`src/rtl/mec_pkg.sv`:
```
// shared types, codes and the inheritance check for the mendelian error checker
// no dependencies
package mec_pkg;

    localparam int DEF_NUM_LOCI   = 1024;
    localparam int DEF_COUNT_BITS = 16;

    localparam int LOCUS_W    = 10;
    localparam int GT_W       = 2;
    localparam int LEVEL_W    = 2;
    localparam int FAM_ERR_W  = 16;
    localparam int AFF_W      = 11;
    localparam int TOTAL_W    = 32;
    localparam int CFG_DATA_W = 16;
    localparam int CFG_IDX_W  = 1;

    // genotype codes
    localparam logic [GT_W-1:0] GT_MISSING = 2'd0;
    localparam logic [GT_W-1:0] GT_AA      = 2'd1;
    localparam logic [GT_W-1:0] GT_AB      = 2'd2;
    localparam logic [GT_W-1:0] GT_BB      = 2'd3;

    // action levels
    localparam logic [LEVEL_W-1:0] LEVEL_NONE  = 2'd1;
    localparam logic [LEVEL_W-1:0] LEVEL_STRIP = 2'd2;
    localparam logic [LEVEL_W-1:0] LEVEL_PURGE = 2'd3;

    // configuration register indexes
    localparam logic [CFG_IDX_W-1:0] REG_LEVEL           = 1'd0;
    localparam logic [CFG_IDX_W-1:0] REG_PURGE_THRESHOLD = 1'd1;

    typedef enum logic [1:0] {
        ACT_KEEP  = 2'd0,
        ACT_STRIP = 2'd1,
        ACT_PURGE = 2'd2
    } t_action;

    typedef struct packed {
        logic [LOCUS_W-1:0] locus;
        logic [GT_W-1:0]    father_gt;
        logic [GT_W-1:0]    mother_gt;
        logic [GT_W-1:0]    child_gt;
        logic               last_of_family;
    } t_item;

    typedef struct packed {
        logic                 error_here;
        logic                 family_done;
        t_action              family_action;
        logic [FAM_ERR_W-1:0] family_errors;
        logic [AFF_W-1:0]     affected_loci;
        logic [TOTAL_W-1:0]   overall_errors;
    } t_result;

    // controller to datapath
    typedef struct packed {
        logic take_item;
        logic commit;
        logic sweep_rd;
        logic clear_wr;
    } t_cmd;

    // datapath to controller
    typedef struct packed {
        logic out_free;
        logic item_last;
    } t_status;

    function automatic logic mendel_error(
        input logic [GT_W-1:0] f,
        input logic [GT_W-1:0] m,
        input logic [GT_W-1:0] c
    );
        logic [GT_W-1:0] p;
        logic            err;
        p   = (f == GT_MISSING) ? m : f;
        err = 1'b0;
        if (c == GT_MISSING || (f == GT_MISSING && m == GT_MISSING)) begin
            err = 1'b0;
        end else if (f == GT_MISSING || m == GT_MISSING) begin
            // single parent: only homozygous opposites clash
            err = (p == GT_AA && c == GT_BB) || (p == GT_BB && c == GT_AA);
        end else if (f == m) begin
            err = (c != f) && (f != GT_AB);
        end else if ((f == GT_AA && m == GT_BB) || (f == GT_BB && m == GT_AA)) begin
            err = (c != GT_AB);
        end else begin
            err = (c != f) && (c != m);
        end
        return err;
    endfunction

endpackage

```
`src/rtl/mec_datapath.sv`:
```
// datapath: item register, locus memories, family counters, result register
// depends on mec_pkg; driven by mec_ctrl commands
module mec_datapath #(
    parameter int NUM_LOCI   = mec_pkg::DEF_NUM_LOCI,
    parameter int COUNT_BITS = mec_pkg::DEF_COUNT_BITS,
    parameter int LOCI_AW    = 1
) (
    input  logic                           i_clk,
    input  logic                           i_rst_n,
    input  logic                           i_cfg_we,
    input  logic [mec_pkg::CFG_IDX_W-1:0]  i_cfg_idx,
    input  logic [mec_pkg::CFG_DATA_W-1:0] i_cfg_wdata,
    input  mec_pkg::t_item                 i_item,
    input  mec_pkg::t_cmd                  i_cmd,
    input  logic [LOCI_AW-1:0]             i_addr,
    output mec_pkg::t_status               o_status,
    output logic                           o_out_valid,
    input  logic                           i_out_ready,
    output mec_pkg::t_result               o_out
);
    import mec_pkg::*;

    // configuration
    logic [LEVEL_W-1:0]    r_level;
    logic [FAM_ERR_W-1:0]  r_threshold;

    always_ff @(posedge i_clk) begin
        if (!i_rst_n) begin
            r_level     <= LEVEL_NONE;
            r_threshold <= '0;
        end else if (i_cfg_we) begin
            case (i_cfg_idx)
                REG_LEVEL:           r_level     <= i_cfg_wdata[LEVEL_W-1:0];
                REG_PURGE_THRESHOLD: r_threshold <= i_cfg_wdata[FAM_ERR_W-1:0];
                default: begin
                end
            endcase
        end
    end

    // item register
    t_item r_item;

    always_ff @(posedge i_clk) begin
        if (i_cmd.take_item) begin
            r_item <= i_item;
        end
    end

    function automatic logic [LOCI_AW-1:0] locus_addr(input logic [LOCUS_W-1:0] loc);
        logic [31:0] ext;
        ext = {{(32-LOCUS_W){1'b0}}, loc};
        return ext[LOCI_AW-1:0];
    endfunction

    logic        in_range;
    logic [31:0] item_ext;
    assign item_ext = {{(32-LOCUS_W){1'b0}}, r_item.locus};
    assign in_range = (item_ext < 32'(NUM_LOCI));

    // locus memories
    logic                  r_map_mem [NUM_LOCI];
    logic [COUNT_BITS-1:0] r_cnt_mem [NUM_LOCI];
    logic                  r_map_rd;
    logic [COUNT_BITS-1:0] r_cnt_rd;

    // sweep write-back stage, registered from the read command and address
    logic                  r_wb_valid;
    logic [LOCI_AW-1:0]    r_wb_addr;

    always_ff @(posedge i_clk) begin
        if (!i_rst_n) begin
            r_wb_valid <= 1'b0;
        end else begin
            r_wb_valid <= i_cmd.sweep_rd;
        end
        r_wb_addr <= i_addr;
    end

    logic               err;
    logic               mark;
    logic               map_re;
    logic [LOCI_AW-1:0] map_raddr;
    logic               map_we;
    logic [LOCI_AW-1:0] map_waddr;
    logic               map_wdata;
    logic               cnt_we;
    logic [LOCI_AW-1:0] cnt_waddr;
    logic [COUNT_BITS-1:0] cnt_wdata;

    assign err  = mendel_error(r_item.father_gt, r_item.mother_gt, r_item.child_gt);
    assign mark = err && in_range && r_map_rd;

    assign map_re    = i_cmd.take_item || i_cmd.sweep_rd;
    assign map_raddr = i_cmd.sweep_rd ? i_addr : locus_addr(i_item.locus);

    always_comb begin
        map_we    = 1'b0;
        map_waddr = i_addr;
        map_wdata = 1'b1;
        cnt_we    = 1'b0;
        cnt_waddr = i_addr;
        cnt_wdata = '0;
        if (i_cmd.clear_wr) begin
            map_we = 1'b1;
            cnt_we = 1'b1;
        end else if (r_wb_valid) begin
            map_we    = 1'b1;
            map_waddr = r_wb_addr;
            cnt_waddr = r_wb_addr;
            // affected locus: bump its family count, saturating
            cnt_we    = !r_map_rd;
            cnt_wdata = (&r_cnt_rd) ? r_cnt_rd : r_cnt_rd + 1'b1;
        end else if (i_cmd.commit && mark) begin
            map_we    = 1'b1;
            map_waddr = locus_addr(r_item.locus);
            map_wdata = 1'b0;
        end
    end

    always_ff @(posedge i_clk) begin
        if (map_we) begin
            r_map_mem[map_waddr] <= map_wdata;
        end
        if (map_re) begin
            r_map_rd <= r_map_mem[map_raddr];
        end
    end

    always_ff @(posedge i_clk) begin
        if (cnt_we) begin
            r_cnt_mem[cnt_waddr] <= cnt_wdata;
        end
        if (i_cmd.sweep_rd) begin
            r_cnt_rd <= r_cnt_mem[i_addr];
        end
    end

    // family and overall counters
    logic [FAM_ERR_W-1:0] r_fam, n_fam;
    logic [AFF_W-1:0]     r_aff, n_aff;
    logic [TOTAL_W-1:0]   r_tot, n_tot;
    t_action              action;

    assign n_fam = (err && !(&r_fam)) ? r_fam + 1'b1 : r_fam;
    assign n_aff = (mark && !(&r_aff)) ? r_aff + 1'b1 : r_aff;
    assign n_tot = (err && !(&r_tot)) ? r_tot + 1'b1 : r_tot;

    always_comb begin
        action = ACT_KEEP;
        if (r_item.last_of_family) begin
            if (r_level == LEVEL_PURGE && n_fam > r_threshold) begin
                action = ACT_PURGE;
            end else if ((r_level == LEVEL_STRIP || r_level == LEVEL_PURGE)
                         && n_aff != '0) begin
                action = ACT_STRIP;
            end
        end
    end

    always_ff @(posedge i_clk) begin
        if (!i_rst_n) begin
            r_fam <= '0;
            r_aff <= '0;
            r_tot <= '0;
        end else if (i_cmd.commit) begin
            r_fam <= r_item.last_of_family ? '0 : n_fam;
            r_aff <= r_item.last_of_family ? '0 : n_aff;
            r_tot <= n_tot;
        end
    end

    // result register
    logic    r_out_valid;
    t_result r_out;

    always_ff @(posedge i_clk) begin
        if (!i_rst_n) begin
            r_out_valid <= 1'b0;
        end else if (i_cmd.commit) begin
            r_out_valid <= 1'b1;
        end else if (i_out_ready) begin
            r_out_valid <= 1'b0;
        end
    end

    always_ff @(posedge i_clk) begin
        if (i_cmd.commit) begin
            r_out.error_here     <= err;
            r_out.family_done    <= r_item.last_of_family;
            r_out.family_action  <= action;
            r_out.family_errors  <= n_fam;
            r_out.affected_loci  <= n_aff;
            r_out.overall_errors <= n_tot;
        end
    end

    assign o_out_valid        = r_out_valid;
    assign o_out              = r_out;
    assign o_status.out_free  = !r_out_valid || i_out_ready;
    assign o_status.item_last = r_item.last_of_family;

endmodule

```
`config.mk`:
```
export PLATFORM = sky130hd
export DESIGN_NAME = mec_datapath
export DESIGN_NICKNAME = d
export VERILOG_FILES = /design/src/rtl/mec_pkg.sv /design/src/rtl/mec_datapath.sv
export SDC_FILE = /design/constraint.sdc
export NUM_CORES = 1
export LEC_CHECK = 0
export BUFFER_PORTS_ARGS = -buffer_cell sky130_fd_sc_hd__buf_4
export CELL_PAD_IN_SITES_DETAIL_PLACEMENT = 1
export CELL_PAD_IN_SITES_GLOBAL_PLACEMENT = 1
export CORE_MARGIN = 5
export CORE_UTILIZATION = 40
export DETAILED_ROUTE_END_ITERATION = 8
export PLACE_DENSITY_LB_ADDON = 0.05
export SYNTH_ARGS = -nofsm -noshare
export SYNTH_HDL_FRONTEND = slang
export SYNTH_SLANG_ARGS = --single-unit
export TNS_END_PERCENT = 100
```
`constraint.sdc`:
```
create_clock -name i_clk -period 4.9 [get_ports i_clk]
set_input_delay 0 -clock i_clk [delete_from_list [all_inputs] [get_ports i_clk]]
set_output_delay 0 -clock i_clk [all_outputs]
set_load 0.03 [all_outputs]
```
Word level (Yosys, flattened, before mapping) --
Memories as Yosys holds them, arrays and structs flattened. A register that Yosys moved wholly into a read port is not among the register bits. Cells that the tools add are included.
Word-level totals: memory bits (read-only) 0, logic and storage cells 106, memories kept 1, input bits 43, output and inout port bits 66, RAM bits 1024, flip-flop bits (word level) 160, bits in latches 0
Memories:
- r_map_mem | words 1024, width 1, read ports 1, clocked after memory_dff 1, write ports 1, line mec_datapath.sv:62 | logic r_map_mem [NUM_LOCI];
Operators by class: div/mod/pow operators 0, reductions and logical operators 37, magnitude comparators 2, multiply operators 0, eq/ne operators 15, bitwise operators 2, add/subtract/negate cells 3, shift operators 0, mux-type cells 26
Operators by type and width (number):
- adder 32 x 1 -> 32 bit, second input constant | 1
- 2-to-1 mux 16 bit | 2
- 2-to-1 mux 32 bit | 1
- AND reduction 32 bit | 1
- 2-to-1 mux 11 bit | 2
- 2-to-1 mux 1 bit | 19
- adder 16 x 1 -> 16 bit, second input constant | 1
- greater-than comparator 16 bit | 1
- AND reduction 16 bit | 1
- logical AND 1 bit | 15
- == test 2 bit, second input constant | 6
- adder 11 x 1 -> 11 bit, second input constant | 1
- < comparator 10 x 11 -> 1 bit, second input constant | 1
- AND reduction 11 bit | 1
- nonzero test 11 bit | 1
- == test 2 x 1 -> 1 bit, second input constant | 4
- logical OR 1 bit | 7
- zero test 2 bit | 3
- zero test 1 bit | 4
- 2-to-1 mux 2 bit | 2
- inequality test 2 bit | 2
- inequality test 2 bit, second input constant | 2
- AND reduction 2 bit | 2
- == test 2 bit | 1
- other kinds (3) | 4

Depth between registers and ports, before layout --
depth in word-level cells 15, mapped depth 16, gate-level depth less buffers 14

Worst setup path before layout --
No wires, ideal clock.
path kind register to register, from reg r_item[2] in the netlist's numbering, to reg r_out (netlist bit o_out[59]) (data pin), buffers on the path 1, path slack 1.825 ns, stages on the path, launching flop included 16, clock period less this slack 3.075 ns, arrival time 2.923 ns, data required time 4.748 ns, library setup time 0.152 ns, path through edfxtp_1 xor2_1 and3_1 a311oi_2 buf_4 a311oi_2 and4_2 xor2_1 ha_1 nand4_1 nor2_1 nand3_1 or3_1 o211ai_1 nand3_1 a31oi_1
On the way: elaborated cells between the ends (all ways) 28, those cells by class order compare (1); eq/ne (5); mux (7); reduce/logical (15)
RTL lines:
- from (decl) | line mec_datapath.sv:42 | t_item r_item;
- from (signal assigned) | line mec_datapath.sv:46 | r_item <= i_item;
- inequality test 2 bit, on equally long branches | line mec_pkg.sv:84, mec_pkg.sv:88
- logical AND 1 bit | line mec_pkg.sv:88 | err = (c != f) && (c != m);
- 2-to-1 mux 1 bit | line mec_pkg.sv:85 | end else if ((f == GT_AA && m == GT_BB) || (f == GT_BB && m == GT_AA)) begin
- 2-to-1 mux 1 bit | line mec_pkg.sv:83 | end else if (f == m) begin
- 2-to-1 mux 1 bit | line mec_pkg.sv:80 | end else if (f == GT_MISSING || m == GT_MISSING) begin
- 2-to-1 mux 1 bit (*) | line mec_pkg.sv:78 | if (c == GT_MISSING || (f == GT_MISSING && m == GT_MISSING)) begin
- logical AND 1 bit (*) | line mec_datapath.sv:145 | assign n_fam = (err && !(&r_fam)) ? r_fam + 1'b1 : r_fam;
- 2-to-1 mux 16 bit (*) | line mec_datapath.sv:145
- named net n_fam[11] | line mec_datapath.sv:140 | logic [FAM_ERR_W-1:0] r_fam, n_fam;
- greater-than comparator 16 bit (*) | line mec_datapath.sv:152 | if (r_level == LEVEL_PURGE && n_fam > r_threshold) begin
- logical AND 1 bit (*) | line mec_datapath.sv:152
- OR reduction 2 bit (no source line) (*)
- to (decl) | line mec_datapath.sv:175 | t_result r_out;
Mark *: on every way through the listed nets, which the timed path passes. The rest lies on a longest branch. A chain may end at the register's enable or synchronous reset.

Worst setup path in the final report --
from reg r_fam[11], to reg r_out (netlist bit o_out[59]) (data pin)
On the way: cells in the longest elaborated chain, start to end 7, elaborated cells between the ends (all ways) 8, those cells by class add/sub (1); order compare (1); mux (1); reduce/logical (5)
RTL lines:
- from (decl) | line mec_datapath.sv:140
- from (signal assigned) | line mec_datapath.sv:167 | r_fam <= r_item.last_of_family ? '0 : n_fam;
- parallel branches: the longest is 3 deep, another holds adder 16 x 1 -> 16 bit
- 2-to-1 mux 16 bit (*) | line mec_datapath.sv:145
- named net n_fam[11] | line mec_datapath.sv:140
- greater-than comparator 16 bit (*) | line mec_datapath.sv:152
- logical AND 1 bit (*) | line mec_datapath.sv:152
- OR reduction 2 bit (no source line) (*)
Mark *: on every way through the listed nets, which the timed path passes.

==> impl_metrics.py <==
metrics = {
    "floorplan": {
        "coreArea_sq_um": 18700,
        "row_count": 50,
        "start_util_pct": 40.6,
        "io_pins": 109,
        "die_x_um": 148,
        "die_h_um": 148,
        "dieArea_sq_um": 21800,
    },
    "route": {
        "avgViaCountPerCell": 5.22,
        "drc": 0,
        "met2_length_mm": 9.53,
        "top_layer_used": "met4",
        "drt_iter0_markers": 234,
        "wl_per_cell_um": 16.6,
        "drt_wl_total_mm": 18.2,
        "via_count": 5745,
        "wl_met3_um": 542,
        "met1_length_mm": 7.96,
        "ant_nets": 0,
        "dr.pass1.iters": 4,
    },
    "critical_path": {
        "rr_startpoint": "r_fam[11]$_SDFFE_PN0P_",
        "crit_path_end_kind": "flip-flop",
        "crit_path_start_kind": "flip-flop",
        "crit_type": "reg2reg",
        "critical_path_arrival_ns": 4.22,
        "rr_endpoint": "o_out[59]$_SDFFCE_PP0P_",
        "cpPeakStageDelay_ns": 0.74,
        "reg2reg_slack_ns": 0.95,
        "crit_slowest_cell": "a311oi_2",
        "crit_buf_inv": 0,
        "cp_max_fo": 12,
        "cp.required_ns": 5.17,
        "crit_chain": "and3_1 -> and3_4 -> and3_4 -> a311oi_2 -> and4_2 -> xor2_1 -> ha_1 -> nand4_1 -> nor2_1 -> nand3_1 -> or3_1 -> o211ai_1 -> nand3_1 -> a31oi_1",
        "path_delay_family": "simple AND/OR/NAND/NOR gates",
        "reg2reg_depth": 14,
    },
    "logic_synthesis": {
        "synth.area.top_cells": "edfxtp_1 (29%), dfxtp_1 (21%), xnor2_1 (6.5%)",
        "syn_area_sq_um": 7590,
        "ys_seq_area_share_pct": 50.4,
        "ys.flop_type": "dfxtp_1",
        "synth_cell_type_count": 66,
        "yosysWarnings": 0,
        "async_flop_share_pct": 0,
        "synth_seq_cells": 154,
        "syn-instance-count": 740,
        "yosys.area.top_type_share_pct": 29.3,
        "avgSynthCellArea_sq_um": 10.3,
        "synth_largest_area_cell": "edfxtp_1",
        "synth.net_count": 802,
        "synth-edff-count": 74,
    },
    "outcome": {
        "status": "completed",
    },
    "cts": {
        "htreeDepth": 4,
        "cts.path.max_buffers": 2,
        "ctsResizeCount": 0,
        "cts.sinks": 154,
        "clock_latency_ns": 0.43,
        "tritoncts": "yes",
        "cts-root-buf": "clkbuf_16",
        "numCtsBuffers": 17,
        "post-cts-setup-buffers": 0,
        "path_clk_slew_ns": 0.06,
    },
    "timing": {
        "min_period_over_period_pct": 80.7,
        "setup_viol": 0,
        "drv_slew": 0,
        "worst_pin_slew_ns": 0.966,
        "max_freq_mhz": 253,
        "tns_ns": 0,
        "maxSlewHeadroom_pct": 35.3,
        "hold_viol": 0,
        "fin_skew_ns": 0.00847,
        "period_minus_slack_ns": 3.95,
        "grt_setup_unrepaired": "false",
    },
    "global_routing": {
        "grt_max_degree": 84,
        "overflow": 0,
        "grt_first_pass_wirelength_mm": 30.1,
        "grt_usage_pct": 17.1,
        "antenna_found_initial": 0,
        "grt_pass1_vias": 6134,
    },
    "cells_and_area": {
        "final_area_sq_um": 9420,
        "mostFrequentLayoutCells": "buf_4 (105), nand2_1 (83), dfxtp_1 (80)",
        "nets": 915,
        "final_common_cell": "buf_4",
        "antennaDiodeCount": 0,
        "area_growth_pct": 24.0,
        "layout-drive-gt1-share_pct": 18.0,
        "fill_cells": 2028,
    },
    "pwr": {
        "leakage_nw": 3.68,
        "pwr-share-seq_pct": 45.4,
        "p_switching_mw": 0.699,
        "comb_power_share_pct": 8.5,
        "clockPowerShare_pct": 46.0,
        "switching_share_pct": 22.6,
        "ir_worst_vdd_mv": 0.252,
        "internal_power_mw": 2.39,
        "power_density_nw_per_um2": 328,
    },
    "placement": {
        "dpl_cell_area_sq_um": 8470,
        "dp_hpwl_mm": 12.4,
        "io_buffers": 99,
        "place_congestion": 0.775,
    },
    "hold_path": {
        "min_to": "r_level[1]$_SDFFE_PN0P_",
        "min_path_type": "in2reg",
        "holdPathStages": 4,
        "hold_start": "i_cfg_we",
    },
    "job": {
        "cap_violations": 0,
    },
}
-- worst min-delay path, cell delays in order --
cell and delay, ns:
buf_4 0.11, nor2b_1 0.16, mux2i_1 0.15, nor2b_1 0.06
-- how the worst max path moves through the flow --
| stage | to | depth (start not counted) | from | slack [ns] |
|---|---|---|---|---|
| 6_report | o_out[59]$_SDFFCE_PP0P_ | 14 | r_fam[11]$_SDFFE_PN0P_ | 0.95 |
| 5_1_grt | o_out[59]$_SDFFCE_PP0P_ | 14 | r_fam[11]$_SDFFE_PN0P_ | 0.60 |
| 4_1_cts | o_out[59]$_SDFFCE_PP0P_ | 14 | r_fam[11]$_SDFFE_PN0P_ | 0.86 |
| 3_5_place_dp | o_out[59]$_SDFFCE_PP0P_ | 14 | r_fam[11]$_SDFFE_PN0P_ | 0.94 |
| 3_3_place_gp | o_out[59]$_SDFFCE_PP0P_ | 14 | r_fam[11]$_SDFFE_PN0P_ | 1.0 |
| 2_1_floorplan | o_out[59]$_SDFFCE_PP0P_ | 15 | r_item[2]$_DFFE_PP_ | 1.83 |
-- through the flow --
step           worst slack [ns]  util [%]  power [mW]  std cells  hold WS [ns]
6_report                  0.948      50.3        3.09       1100        0.0977
5_1_grt                   0.597      50.3        3.21       1100         0.123
4_1_cts                   0.864      50.3        3.13       1100        0.0811
3_5_place_dp              0.943      45.3        1.68       1037         0.135
3_3_place_gp              0.999      45.3        1.67       1037         0.133
2_1_floorplan              1.83         -        1.57        740        0.0277
-- layout make-up --
class,instances,area (sq um),area share [%]
Clock buffer,20,437,4.64
Clock inverter,12,195,2.07
Inverter,28,105,1.12
Multi-Input combinational cell,516,3460,36.8
Sequential cell,154,3820,40.6
Tap cell,234,293,3.11
Timing Repair Buffer,136,1100,11.7
-- state kept, by name (all words and copies together) (netlist names), 2 cells and up --
signal,cells
o_out,63
r_aff,11
r_fam,16
r_item,6
r_level,2
r_map_mem,2
r_threshold,16
r_tot,32
-- timing repair --
action / 4_1_cts / 5_1_grt
setup endpoints to repair: 0 / 0
hold buffers: 31 / 0
endpoints found under the hold margin: 42 / 0
-- cell usage after synthesis (all sizes together), types with 17 or more instances --
library cell,count
dfxtp,80
ha,19
o21ai,24
and2,33
nor3,17
nor2b,22
a21boi,24
nor2,23
edfxtp,74
xnor2,56
nand4,23
inv,28
xor2,31
buf,18
nand2,84
nand3,31
clkbuf,24
and3,23
-- logic make-up (layout without fill, tap and decap cells) --
logic type,after synthesis,after routing,share of synthesized area [%]
xor gates and xnor gates,87,87,10.0
muxes,8,8,1.12
adders and majority gates,19,19,3.13
buffers and inverters,70,196,4.17
and+or+nand+nor,296,296,21.4
AOI/OAI and AO/OA,106,106,9.80
DFF,154,154,50.4
-- per-layer routing --
layer | up-vias | track usage [%]
met5 | - | 0
met4 | 0 | 5.08
met3 | 17 | 4.29
met2 | 83 | 30.7
met1 | 2811 | 20.2
li1 | 2834 | -
-- power by group through the flow --
| stage | combinational, mW | clock (mW) | sequential [mW] |
|---|---|---|---|
| 2_1_floorplan | 0.103 | 0 | 1.47 |
| 3_3_place_gp | 0.241 | 0 | 1.43 |
| 3_5_place_dp | 0.247 | 0 | 1.43 |
| 4_1_cts | 0.269 | 1.46 | 1.40 |
| 5_1_grt | 0.288 | 1.51 | 1.41 |
| 6_report | 0.264 | 1.42 | 1.40 |
(Power assumes the default switching activity.)
